File: src/rtl/cpr_pkg.sv
`timescale 1ns / 1ps
// ----------------------------------------------------------------------------
// cpr_pkg: shared definitions of the Cartesian/polar point register
// Operation codes, datapath widths, CORDIC constants and the arctangent table.
// ----------------------------------------------------------------------------
package cpr_pkg;

  // Operation codes carried by in_operation.
  localparam logic [2:0] OP_LOAD_XY    = 3'd0;
  localparam logic [2:0] OP_SET_X      = 3'd1;
  localparam logic [2:0] OP_SET_Y      = 3'd2;
  localparam logic [2:0] OP_SET_RADIUS = 3'd3;
  localparam logic [2:0] OP_SET_ANGLE  = 3'd4;

  // Default number of CORDIC micro-rotations.
  localparam int ROTATION_STEPS_DEF = 16;

  // CORDIC coordinate width: Q16.16 with 16 guard bits plus gain headroom.
  localparam int CORDIC_W = 52;
  // Angle accumulator width: 32-bit turn fraction plus sign and headroom.
  localparam int ZACC_W = 34;
  // Width of the arctangent table index.
  localparam int TURN_IDX_W = 5;

  // Inverse CORDIC gain as a 0.32 fraction.
  localparam logic [31:0] GAIN_INV_Q32 = 32'd2608131496;
  // Half a turn in the 32-bit angle format.
  localparam logic [31:0] HALF_TURN = 32'h8000_0000;

  // Arctangent of 2^-i as a 32-bit fraction of a full turn.
  function automatic logic [31:0] atan_turn(input logic [TURN_IDX_W-1:0] idx);
    logic [31:0] val;
    case (idx)
      5'd0:    val = 32'd536870912;
      5'd1:    val = 32'd316933406;
      5'd2:    val = 32'd167458907;
      5'd3:    val = 32'd85004756;
      5'd4:    val = 32'd42667331;
      5'd5:    val = 32'd21354465;
      5'd6:    val = 32'd10679838;
      5'd7:    val = 32'd5340245;
      5'd8:    val = 32'd2670163;
      5'd9:    val = 32'd1335087;
      5'd10:   val = 32'd667544;
      5'd11:   val = 32'd333772;
      5'd12:   val = 32'd166886;
      5'd13:   val = 32'd83443;
      5'd14:   val = 32'd41722;
      5'd15:   val = 32'd20861;
      5'd16:   val = 32'd10430;
      5'd17:   val = 32'd5215;
      5'd18:   val = 32'd2608;
      5'd19:   val = 32'd1304;
      5'd20:   val = 32'd652;
      5'd21:   val = 32'd326;
      5'd22:   val = 32'd163;
      5'd23:   val = 32'd81;
      5'd24:   val = 32'd41;
      5'd25:   val = 32'd20;
      5'd26:   val = 32'd10;
      5'd27:   val = 32'd5;
      5'd28:   val = 32'd3;
      5'd29:   val = 32'd1;
      5'd30:   val = 32'd1;
      default: val = 32'd0;
    endcase
    return val;
  endfunction

endpackage

File: src/rtl/cpr_rotator.sv
`timescale 1ns / 1ps
// ----------------------------------------------------------------------------
// cpr_rotator: one CORDIC micro-rotation
// Shared shift-add unit used for every step of both vectoring and rotation.
// ----------------------------------------------------------------------------
module cpr_rotator (
  input  logic signed [cpr_pkg::CORDIC_W-1:0]   x_i,
  input  logic signed [cpr_pkg::CORDIC_W-1:0]   y_i,
  input  logic signed [cpr_pkg::ZACC_W-1:0]     z_i,
  input  logic                                  vectoring_i,
  input  logic        [cpr_pkg::TURN_IDX_W-1:0] step_i,
  output logic signed [cpr_pkg::CORDIC_W-1:0]   x_o,
  output logic signed [cpr_pkg::CORDIC_W-1:0]   y_o,
  output logic signed [cpr_pkg::ZACC_W-1:0]     z_o
);

  logic signed [cpr_pkg::CORDIC_W-1:0] x_sh;
  logic signed [cpr_pkg::CORDIC_W-1:0] y_sh;
  logic signed [cpr_pkg::ZACC_W-1:0]   atan_z;
  logic                                turn_up;

  // Arithmetic (floor) shifts of both coordinates by the step index.
  assign x_sh = x_i >>> step_i;
  assign y_sh = y_i >>> step_i;

  assign atan_z = $signed({{(cpr_pkg::ZACC_W-32){1'b0}}, cpr_pkg::atan_turn(step_i)});

  // Vectoring drives y toward zero; rotation drives the residual angle to zero.
  // Both cases reduce to one direction bit.
  assign turn_up = vectoring_i ? ~y_i[cpr_pkg::CORDIC_W-1] : z_i[cpr_pkg::ZACC_W-1];

  always_comb begin
    if (turn_up) begin
      x_o = x_i + y_sh;
      y_o = y_i - x_sh;
      z_o = z_i + atan_z;
    end else begin
      x_o = x_i - y_sh;
      y_o = y_i + x_sh;
      z_o = z_i - atan_z;
    end
  end

endmodule

File: src/rtl/cartesian_polar_point_register_unit.sv
`timescale 1ns / 1ps
// ----------------------------------------------------------------------------
// cartesian_polar_point_register_unit: point held in Cartesian and polar form
// Keeps x, y, radius and angle consistent with a shared CORDIC unit.
// ----------------------------------------------------------------------------
// Usage:
//   An item is taken at a rising edge with start high and busy low. It carries
//   an operation and the new x, y, radius or angle that the operation uses.
//   Changing x or y runs a vectoring pass that recomputes radius and angle;
//   changing radius or angle runs a rotation pass that recomputes x and y.
//   Each item gives one result: out_valid is high for exactly one cycle and
//   out_x_out, out_y_out, out_radius_out and out_angle_out show the point.
//   The receiver cannot stall; the strobe must be taken when it appears.
//   Points on an axis, angles on an axis and unused operations are answered
//   straight from the idle state without a CORDIC pass. A vectoring pass
//   runs ROTATION_STEPS micro-rotations at one per cycle in the CORDIC loop,
//   then a gain correction of the radius; a rotation pass does the same and
//   corrects x and then y. The gain correction shares one 32x32 multiplier
//   and steps through S_ABS, S_MLO, S_MHI and S_ACC for each coordinate.
//   busy is low during the strobe cycle, so the next item may be taken
//   then.
// Reset clears the point to the origin with angle zero and drops busy.
// ----------------------------------------------------------------------------
module cartesian_polar_point_register_unit #(
  parameter int ROTATION_STEPS = cpr_pkg::ROTATION_STEPS_DEF
) (
  input  logic               clk,
  input  logic               rst_n,
  input  logic               start,
  output logic               busy,
  input  logic        [2:0]  in_operation,
  input  logic signed [31:0] in_x_in,
  input  logic signed [31:0] in_y_in,
  input  logic signed [31:0] in_radius_in,
  input  logic        [15:0] in_angle_in,
  output logic               out_valid,
  output logic signed [31:0] out_x_out,
  output logic signed [31:0] out_y_out,
  output logic signed [31:0] out_radius_out,
  output logic        [15:0] out_angle_out
);

  localparam int CW = cpr_pkg::CORDIC_W;
  localparam int ZW = cpr_pkg::ZACC_W;
  localparam int IW = $clog2(ROTATION_STEPS);

  // Sequencer states.
  localparam logic [2:0] S_IDLE = 3'd0;
  localparam logic [2:0] S_ITER = 3'd1;
  localparam logic [2:0] S_ABS  = 3'd2;
  localparam logic [2:0] S_MLO  = 3'd3;
  localparam logic [2:0] S_MHI  = 3'd4;
  localparam logic [2:0] S_ACC  = 3'd5;

  localparam logic [31:0] INT_MAX = 32'h7FFF_FFFF;
  localparam logic [31:0] INT_MIN = 32'h8000_0000;

  // Magnitude of a 32-bit value, saturated at the largest positive value.
  function automatic logic [31:0] abs_sat32(input logic [31:0] a);
    logic [31:0] res;
    if (a == INT_MIN) begin
      res = INT_MAX;
    end else if (a[31]) begin
      res = -a;
    end else begin
      res = a;
    end
    return res;
  endfunction

  // Negation of a 32-bit value, saturated at the largest positive value.
  function automatic logic [31:0] neg_sat32(input logic [31:0] a);
    logic [31:0] res;
    if (a == INT_MIN) begin
      res = INT_MAX;
    end else begin
      res = -a;
    end
    return res;
  endfunction

  // Q16.16 value scaled by the guard bits and sign-extended to the datapath.
  function automatic logic signed [CW-1:0] widen(input logic [31:0] a);
    return $signed({{(CW-48){a[31]}}, a, 16'b0});
  endfunction

  // Architectural point.
  logic signed [31:0] coord_x_r;
  logic signed [31:0] coord_y_r;
  logic signed [31:0] radius_r;
  logic        [15:0] angle_r;

  // Sequencer and datapath registers.
  logic [2:0]           state_r;
  logic [IW-1:0]        cnt_r;
  logic                 out_valid_r;
  logic                 rot_r;
  logic                 sel_r;
  logic signed [CW-1:0] x_r;
  logic signed [CW-1:0] y_r;
  logic signed [ZW-1:0] z_r;
  logic [CW-1:0]        mag_r;
  logic                 neg_r;
  logic [63:0]          prod_r;
  logic [32:0]          lo_rnd_r;

  logic signed [CW-1:0] x_nxt;
  logic signed [CW-1:0] y_nxt;
  logic signed [ZW-1:0] z_nxt;

  // Item decode and the values the point takes once the item is applied.
  logic               accept;
  logic               do_polar;
  logic               do_cart;
  logic signed [31:0] new_x;
  logic signed [31:0] new_y;
  logic signed [31:0] new_r;
  logic        [15:0] new_a;
  logic        [1:0]  quad;
  logic               flip;
  logic signed [CW-1:0] r_wide;
  logic signed [CW-1:0] x_wide;
  logic signed [CW-1:0] y_wide;
  logic [31:0]          z_cart;

  // Gain correction datapath.
  logic signed [CW-1:0] corr_src;
  logic [31:0]          mul_a;
  logic [63:0]          mul_p;
  logic [64:0]          lo_sum;
  logic [64:0]          acc_sum;
  logic [48:0]          mag_q;
  logic [31:0]          corr_res;
  logic [31:0]          z_round;

  assign accept = start && (state_r == S_IDLE);

  always_comb begin
    do_polar = 1'b0;
    do_cart  = 1'b0;
    unique case (in_operation) inside
      cpr_pkg::OP_LOAD_XY, cpr_pkg::OP_SET_X, cpr_pkg::OP_SET_Y: begin
        do_polar = 1'b1;
      end
      cpr_pkg::OP_SET_RADIUS, cpr_pkg::OP_SET_ANGLE: begin
        do_cart = 1'b1;
      end
      default: begin
        do_polar = 1'b0;
      end
    endcase
  end

  assign new_x = (in_operation == cpr_pkg::OP_LOAD_XY || in_operation == cpr_pkg::OP_SET_X)
                 ? in_x_in : coord_x_r;
  assign new_y = (in_operation == cpr_pkg::OP_LOAD_XY || in_operation == cpr_pkg::OP_SET_Y)
                 ? in_y_in : coord_y_r;
  assign new_r = (in_operation == cpr_pkg::OP_SET_RADIUS) ? in_radius_in : radius_r;
  assign new_a = (in_operation == cpr_pkg::OP_SET_ANGLE) ? in_angle_in : angle_r;

  // Starting vectors of both passes; the left half-plane is folded over.
  assign quad   = new_a[15:14];
  assign flip   = (quad == 2'd1) || (quad == 2'd2);
  assign x_wide = widen(new_x);
  assign y_wide = widen(new_y);
  assign r_wide = widen(new_r);
  assign z_cart = {new_a, 16'b0} + (flip ? cpr_pkg::HALF_TURN : 32'd0);

  // Shared micro-rotation unit.
  cpr_rotator u_rotator (
    .x_i         (x_r),
    .y_i         (y_r),
    .z_i         (z_r),
    .vectoring_i (~rot_r),
    .step_i      (cpr_pkg::TURN_IDX_W'(cnt_r)),
    .x_o         (x_nxt),
    .y_o         (y_nxt),
    .z_o         (z_nxt)
  );

  // One 32x32 multiplier takes the low and then the high half of the magnitude.
  assign corr_src = sel_r ? y_r : x_r;
  assign mul_a    = (state_r == S_MLO) ? mag_r[31:0] : 32'(mag_r[CW-1:32]);
  assign mul_p    = {32'b0, mul_a} * {32'b0, cpr_pkg::GAIN_INV_Q32};
  assign lo_sum   = {1'b0, prod_r} + 65'h0_8000_0000;

  // High product plus rounded low product, then the guard bits are rounded off.
  assign acc_sum = {1'b0, prod_r} + {32'b0, lo_rnd_r} + 65'h8000;
  assign mag_q   = acc_sum[64:16];

  // Sign is restored and the result saturated to 32 bits.
  always_comb begin
    if (neg_r) begin
      if (mag_q > 49'h0_8000_0000) begin
        corr_res = INT_MIN;
      end else begin
        corr_res = -mag_q[31:0];
      end
    end else begin
      if (mag_q > 49'h0_7FFF_FFFF) begin
        corr_res = INT_MAX;
      end else begin
        corr_res = mag_q[31:0];
      end
    end
  end

  assign z_round = z_r[31:0] + 32'h8000;

  // Sequencer and control state.
  always_ff @(posedge clk) begin
    if (!rst_n) begin
      state_r     <= S_IDLE;
      cnt_r       <= '0;
      out_valid_r <= 1'b0;
      rot_r       <= 1'b0;
      sel_r       <= 1'b0;
      coord_x_r   <= '0;
      coord_y_r   <= '0;
      radius_r    <= '0;
      angle_r     <= '0;
    end else begin
      out_valid_r <= 1'b0;
      unique case (state_r)
        S_IDLE: begin
          if (accept) begin
            coord_x_r <= new_x;
            coord_y_r <= new_y;
            radius_r  <= new_r;
            angle_r   <= new_a;
            cnt_r     <= '0;
            sel_r     <= 1'b0;
            if (do_polar) begin
              rot_r <= 1'b0;
              if (new_x == 32'sd0 && new_y == 32'sd0) begin
                // Origin.
                radius_r    <= '0;
                angle_r     <= '0;
                out_valid_r <= 1'b1;
              end else if (new_y == 32'sd0) begin
                // Point on the x axis.
                radius_r    <= abs_sat32(new_x);
                angle_r     <= new_x[31] ? 16'h8000 : 16'h0000;
                out_valid_r <= 1'b1;
              end else if (new_x == 32'sd0) begin
                // Point on the y axis.
                radius_r    <= abs_sat32(new_y);
                angle_r     <= new_y[31] ? 16'hC000 : 16'h4000;
                out_valid_r <= 1'b1;
              end else begin
                x_r     <= new_x[31] ? -x_wide : x_wide;
                y_r     <= new_x[31] ? -y_wide : y_wide;
                z_r     <= new_x[31] ? ZW'(cpr_pkg::HALF_TURN) : '0;
                state_r <= S_ITER;
              end
            end else if (do_cart) begin
              rot_r <= 1'b1;
              if (new_a[13:0] == 14'd0) begin
                // Angle on an axis: exact result.
                unique case (quad)
                  2'd0: begin
                    coord_x_r <= new_r;
                    coord_y_r <= '0;
                  end
                  2'd1: begin
                    coord_x_r <= '0;
                    coord_y_r <= new_r;
                  end
                  2'd2: begin
                    coord_x_r <= neg_sat32(new_r);
                    coord_y_r <= '0;
                  end
                  default: begin
                    coord_x_r <= '0;
                    coord_y_r <= neg_sat32(new_r);
                  end
                endcase
                out_valid_r <= 1'b1;
              end else begin
                x_r     <= flip ? -r_wide : r_wide;
                y_r     <= '0;
                z_r     <= $signed({{(ZW-32){z_cart[31]}}, z_cart});
                state_r <= S_ITER;
              end
            end else begin
              // Unused operation code: the point is returned unchanged.
              out_valid_r <= 1'b1;
            end
          end
        end
        S_ITER: begin
          x_r   <= x_nxt;
          y_r   <= y_nxt;
          z_r   <= z_nxt;
          cnt_r <= cnt_r + 1'b1;
          if (cnt_r == IW'(ROTATION_STEPS - 1)) begin
            state_r <= S_ABS;
          end
        end
        S_ABS: begin
          mag_r   <= corr_src[CW-1] ? unsigned'(-corr_src) : unsigned'(corr_src);
          neg_r   <= corr_src[CW-1];
          state_r <= S_MLO;
        end
        S_MLO: begin
          prod_r  <= mul_p;
          state_r <= S_MHI;
        end
        S_MHI: begin
          lo_rnd_r <= lo_sum[64:32];
          prod_r   <= mul_p;
          state_r  <= S_ACC;
        end
        S_ACC: begin
          if (!rot_r) begin
            radius_r    <= corr_res;
            angle_r     <= z_round[31:16];
            out_valid_r <= 1'b1;
            state_r     <= S_IDLE;
          end else if (!sel_r) begin
            coord_x_r <= corr_res;
            sel_r     <= 1'b1;
            state_r   <= S_ABS;
          end else begin
            coord_y_r   <= corr_res;
            out_valid_r <= 1'b1;
            state_r     <= S_IDLE;
          end
        end
        default: begin
          state_r <= S_IDLE;
        end
      endcase
    end
  end

  assign busy           = (state_r != S_IDLE);
  assign out_valid      = out_valid_r;
  assign out_x_out      = coord_x_r;
  assign out_y_out      = coord_y_r;
  assign out_radius_out = radius_r;
  assign out_angle_out  = angle_r;

endmodule

File: config.mk
export PLATFORM = sky130hd
export DESIGN_NAME = cartesian_polar_point_register_unit
export DESIGN_NICKNAME = d
export VERILOG_FILES = /design/src/rtl/cpr_pkg.sv /design/src/rtl/cpr_rotator.sv /design/src/rtl/cartesian_polar_point_register_unit.sv
export SDC_FILE = /design/constraint.sdc
export NUM_CORES = 2
export LEC_CHECK = 0
export BUFFER_PORTS_ARGS = -buffer_cell sky130_fd_sc_hd__buf_2
export CORE_MARGIN = 8
export CORE_UTILIZATION = 25
export DETAILED_ROUTE_END_ITERATION = 8
export GPL_TIMING_DRIVEN = 0
export PLACE_DENSITY = 0.42
export SLEW_MARGIN = 0
export SYNTH_ARGS = -nofsm -noshare
export SYNTH_HDL_FRONTEND = slang
export SYNTH_SLANG_ARGS = --single-unit
File: constraint.sdc
create_clock -name clk -period 43.9 [get_ports clk]
set_clock_uncertainty 0.2 [all_clocks]
set_input_delay 8.78 -clock clk [delete_from_list [all_inputs] [get_ports clk]]
set_output_delay 8.78 -clock clk [all_outputs]
set_load 0.01 [all_outputs]
## Word-level counts from Yosys, hierarchy flattened

Memories as Yosys holds them, arrays and structs flattened. A register that Yosys moved wholly into a read port is not among the register bits.
Index checks and enable logic that the tools add are counted.

- Flip-flop bits (word level): 407
- Bits in read-only memories: 960
- Input bits: 118
- Output and inout port bits: 114
- Logic and storage cells: 212
- Memories kept: 1

Memories:

| name | words | width | read ports | clocked after Yosys merged registers in | write ports | line | RTL |
|---|---|---|---|---|---|---|---|
| (name not given) | 32 | 30 | 1 | 1 | 0 | cpr_pkg.sv:33 | `case (idx)` |

- Add/subtract/negate cells: 20
- Multiply operators: 1
- Magnitude comparators: 2
- Equal/unequal tests: 26
- Shift operators: 2
- Muxes and demuxes: 112
- Bitwise gates (word level): 1
- Reduce and logical (&&, ||, !) cells: 30

Operators with widths:

| cell | number |
|---|---|
| two-way mux 52 bit | 20 |
| two-way mux 32 bit | 32 |
| case mux 32 bit (2 select lines) | 5 |
| two-way mux 34 bit | 8 |
| case mux 52 bit (2 select lines) | 2 |
| negator 48 -> 52 bit | 3 |
| two-way mux 16 bit | 9 |
| negator 32 bit | 4 |
| adder 52 bit | 2 |
| >>> shifter 52 x 4 -> 52 bit | 2 |
| subtractor 52 bit | 2 |
| equality test 32 bit, second input constant | 3 |
| case mux 34 bit (2 select lines) | 1 |
| adder 64 x 32 -> 65 bit, second input constant | 1 |
| adder 64 x 33 -> 65 bit | 1 |
| adder 65 x 16 -> 65 bit, second input constant | 1 |
| logical NOT 32 bit | 2 |
| multiplier 32 x 29 -> 61 bit, second input constant | 1 |
| negator 52 bit | 1 |
| two-way mux 51 bit | 1 |
| > comparator 49 x 31 -> 1 bit, second input constant | 1 |
| > comparator 49 x 32 -> 1 bit, second input constant | 1 |
| adder 34 x 33 -> 34 bit | 1 |
| subtractor 34 x 33 -> 34 bit | 1 |
| other kinds (35) | 89 |

## Logic depth before layout (Yosys ltp)

- Word-level depth: 12
- Mapped depth: 34
- Gate-level depth less buffers: 32

## Hierarchy

From an unflattened synthesis, not the netlist that was laid out.

- Cells, all modules: 7807
- Area, all modules: 66608.9 um^2

By module, submodules not included:

| module | times used | cells an instance | area an instance (um^2) | sequential area each (um^2) |
|---|---|---|---|---|
| cartesian_polar_point_register_unit | 1 | 5391 | 48082.4 | 10910.5 |
| cpr_rotator | 1 | 2416 | 18526.5 | 0.0 |

## Least setup slack after synthesis

No wires, ideal clock.

- Path type: input -> register
- Start: input in_operation[1]
- End: register x_r[0] (enable)
- Setup time: 0.804 ns
- Data arrival time: 21.969 ns
- Data required time: 42.896 ns
- Path slack: 20.926 ns
- Cell stages on the path: 19
- Buffers on the path: 6
- Cell sequence: clkbuf_1 nor2_1 clkbuf_1 buf_1 clkbuf_1 clkbuf_1 mux2i_1 ha_1 nand3_1 or3_1 or4_1 clkbuf_1 nand2_1 o22a_1 o22ai_1 nand2_1 nand2_1 nand2_1 nor3_1

- Word-level cells in the longest chain between the ends: 7
- Elaborated cells on any way between the ends: 24
- Those cells by class: eq/ne (9); mux (5); reduce/logical (10)

Ends and longest elaborated chain:

| item | line | RTL |
|---|---|---|
| start, declared | cartesian_polar_point_register_unit.sv:31 | `input logic [2:0] in_operation,` |
| equality test 3 x 1 -> 1 bit, or another cell as far along | cartesian_polar_point_register_unit.sv:154 | `assign new_x = (in_operation == cpr_pkg::OP_LOAD_XY \|\| in_operation == cpr_pkg::OP_SET_X)` |
| logical OR 1 bit, on equally long branches | cartesian_polar_point_register_unit.sv:154, cartesian_polar_point_register_unit.sv:156 |  |
| two-way mux 32 bit, on equally long branches | cartesian_polar_point_register_unit.sv:155, cartesian_polar_point_register_unit.sv:157 |  |
| logical NOT 32 bit, on equally long branches | cartesian_polar_point_register_unit.sv:235, cartesian_polar_point_register_unit.sv:245, cartesian_polar_point_register_unit.sv:240 |  |
| logical AND 1 bit | cartesian_polar_point_register_unit.sv:235 | `if (new_x == 32'sd0 && new_y == 32'sd0) begin` |
| != test 3 bit (no source line) | n/a |  |
| AND reduction 8 bit (no source line) (*) | n/a |  |
| end signal, assigned | cartesian_polar_point_register_unit.sv:251 | `x_r <= new_x[31] ? -x_wide : x_wide;` |
| end signal, assigned | cartesian_polar_point_register_unit.sv:280 | `x_r <= flip ? -r_wide : r_wide;` |
| end signal, assigned | cartesian_polar_point_register_unit.sv:292 | `x_r <= x_nxt;` |
| end, declared | cartesian_polar_point_register_unit.sv:99 | `logic signed [CW-1:0] x_r;` |

Every way passes the cells marked *; elsewhere a longest branch is shown, timed or not.
A chain may end at the register's enable or synchronous reset.

## Worst setup path in the final report

- Start: input in_operation[0]
- End: register x_r[13] (enable)

Same word-level chain as after synthesis.

==> results.ini <==
[cells_and_area]
n_fill_cell = 27515
final_area_um2 = 71600
layout.cells.non_filler = 11104
drive_gt1_share_pct = 8.70
syn2layout_area_growth_pct = 12.3
final_nets = 8823
final_util_pct = 28.2

[grt]
grt_pass1_vias = 59305
grt_antenna_before_repair = 14
grt_pass1_wl_um = 456000
grt_max_degree = 31
grtUsageTotal_pct = 22.9
grt_overflow = 0

[synth]
synth_edf_count = 282
netlist-cell-type-count = 102
synthFlopType = edfxtp_1
yosysSeqAreaShare_pct = 18.1
yosys_warnings = 0
syn_inst = 7356
synth-seq-cells = 434
syn-num-nets = 8499
async_flop_share_pct = 0
syn-mean-instance-area_um2 = 8.66
syn-cell-area_um2 = 63700

[drt]
wl_per_cell_um = 29.2
dr.first_iter.drc_count = 6071
drc = 0
num_vias = 60184
viasPerCell = 5.42
drtAntennaViolNets = 0
routed_wl_um = 324000
firstDrtPassIters = 6

[placement]
place_area_um2 = 69600
gp_congestion = 1.01
dpl.hpwl_um = 272000
io_buffers = 229
post-place-ws_ns = 24.56
placed_cells = 10986

[clock_tree]
cts_root_buffer = clkbuf_16
cts_tree = done
htreeDepth = 2
cts_buffers = 58
postCtsHoldBufs = 0
clk_pin_slew_worst_paths_ns = 0.06
clock_latency_ns = 0.73
clockBufferDepth = 3
cts_setup_buffers = 0
cts.repair.resized = 0
cts_sinks = 434

[setup_path]
critPathKind = input pin to flip-flop
crit_start = in_operation[0]
worst_r2r_path_depth = 30
crit_slowest_cell = clkbuf_1
cp_max_fo = 12
regToRegStartpoint = state_r[2]
rrSetupSlack_ns = 31.82
rr_endpoint = prod_r[63]
cp-start-kind = input pin
crit_end = x_r[13]
critPathRequiredTime_ns = 44.18
cp-end-kind = flip-flop
crit_path_cell_trace = clkbuf_1, nor2_1, clkbuf_1, clkbuf_1, clkbuf_1, mux2i_1, ha_1, nand2b_1, nor3_1, nand4_1, nand2_1, o22a_1, o22ai_1, nand2_1, nand2_1, nand2_1, nor3_2, buf_4, buf_8, buf_6, buf_8, buf_6, buf_6, buf_6
max_stage_delay_ns = 1.10
worstPathArrival_ns = 19.29

[worst_hold_path]
hold_class = flip-flop to flip-flop

[sta]
relSlewSlack_pct = 2.81
setup_viol = 0
fin_ws_ns = 24.89
tightest_slew_ns = 1.45
fmax_mhz = 52.6
holdWs_ns = 0.333
finalCritPeriodShare_pct = 43.3
min_period_ns = 19.01
hold_viol = 0
maxSlewViolCount = 0
tns_ns = 0
rsz0062_at_grt = false

[flow_run]
drv_cap = 0

[floorplanning]
coreArea_um2 = 254000
design.die.area_um2 = 271000
pin_count = 232
start_util_pct = 25.1
die_height_um = 521
rows = 185
fp.dieW_um = 521

[power]
p_leak_nw = 30.3
powerDensity_nw_per_um2 = 26.7
power_mw = 1.91
ir_drop_v = 0.0000402

[outcome]
status = completed

[cell usage after synthesis (all sizes together), types with 125 or more instances]
library cell | n | area, um2
inv | 809 | 3040
a21oi | 594 | 2970
nand2 | 572 | 2150
ha | 569 | 7120
o21ai | 499 | 2500
nor2 | 490 | 1860
fa | 456 | 9130
xnor2 | 333 | 2920
edfxtp | 282 | 8470
clkbuf | 255 | 958
mux2i | 219 | 2190
xor2 | 218 | 1910
dfxtp | 152 | 3040
a21o | 136 | 1020
nor3 | 128 | 646
mux4 | 125 | 2850
[logic make-up after synthesis]
family / count (synthesis) / share of synthesized area [%]
AO/OA/AOI/OAI: 1902 / 18.5
AND/OR/NAND/NOR: 1877 / 14.3
buffers and inverters: 1156 / 7.00
adder cells (fa/ha/maj): 1025 / 25.5
XOR/XNOR: 551 / 7.57
flip-flops: 434 / 18.1
multiplexers: 411 / 9.09
[metal layers]
metal	track usage [%]	share of wire (%)	up-vias	wire length, um
met2	35.5	43	2700	141000
met5	0	0.0040	-	13
li1	-	-	26821	-
met3	4.07	7.0	547	22700
met4	11.1	5.9	2	19000
met1	30.9	44	30114	142000
[layout make-up]
type / instances / area, um2 / share of cell area [%]
Multi-Input combinational cell: 5766 / 47800 / 66.8
Sequential cell: 434 / 11500 / 16.1
Tap cell: 3366 / 4210 / 5.88
Inverter: 810 / 3040 / 4.25
Clock buffer: 76 / 1600 / 2.24
Timing Repair Buffer: 264 / 1560 / 2.18
Buffer: 346 / 1420 / 1.98
Clock inverter: 31 / 383 / 0.535
Antenna cell: 11 / 27.5 / 0.0385
[how the worst min path moves through the flow]
stage,from,to,slack (ns),depth (start not counted)
global placement,out_angle_out[15],out_angle_out[15],0.31,2
detailed placement,out_angle_out[14],out_angle_out[14],0.31,2
finish,out_angle_out[12],out_angle_out[12],0.33,1
floorplan,out_angle_out[14],out_angle_out[14],0.30,2
global route,out_angle_out[14],out_angle_out[14],0.35,2
CTS,out_angle_out[14],out_angle_out[14],0.32,2
[cell usage in the layout, fill, tap and decap left out, types with 126 or more instances in the layout]
| cell | n |
|---|---|
| edfxtp_1 | 282 |
| xor2_1 | 218 |
| nor2_1 | 488 |
| nor3_1 | 126 |
| clkbuf_1 | 264 |
| nand2_1 | 572 |
| ha_1 | 569 |
| mux2i_1 | 216 |
| a21oi_1 | 591 |
| dfxtp_1 | 152 |
| o21ai_0 | 481 |
| xnor2_1 | 333 |
| inv_1 | 807 |
| fa_1 | 456 |
| a21o_1 | 136 |
| buf_2 | 260 |
[report_power, final]
part           switching, mW  internal (mW)
Clock                  0.225          0.289
Combinational          0.560          0.313
Sequential            0.0559          0.470
[registers in the layout, summed over array words and instances (netlist names), 30 cells and up]
name and cells:
u_rotator.atan_z 30, y_r 52, mag_r 52, out_y_out 32
out_radius_out 32, x_r 52, prod_r 61, out_x_out 32
z_r 34, lo_rnd_r 30
[critical path, delay by kind of cell]
family | cells | cell delay, ns
multiplexers | 1 | 0.84
AO/OA/AOI/OAI | 2 | 0.33
adder cells (fa/ha/maj) | 1 | 0.34
AND/OR/NAND/NOR | 9 | 4.09
buffers and inverters | 11 | 4.85
(Power assumes the default switching activity.)
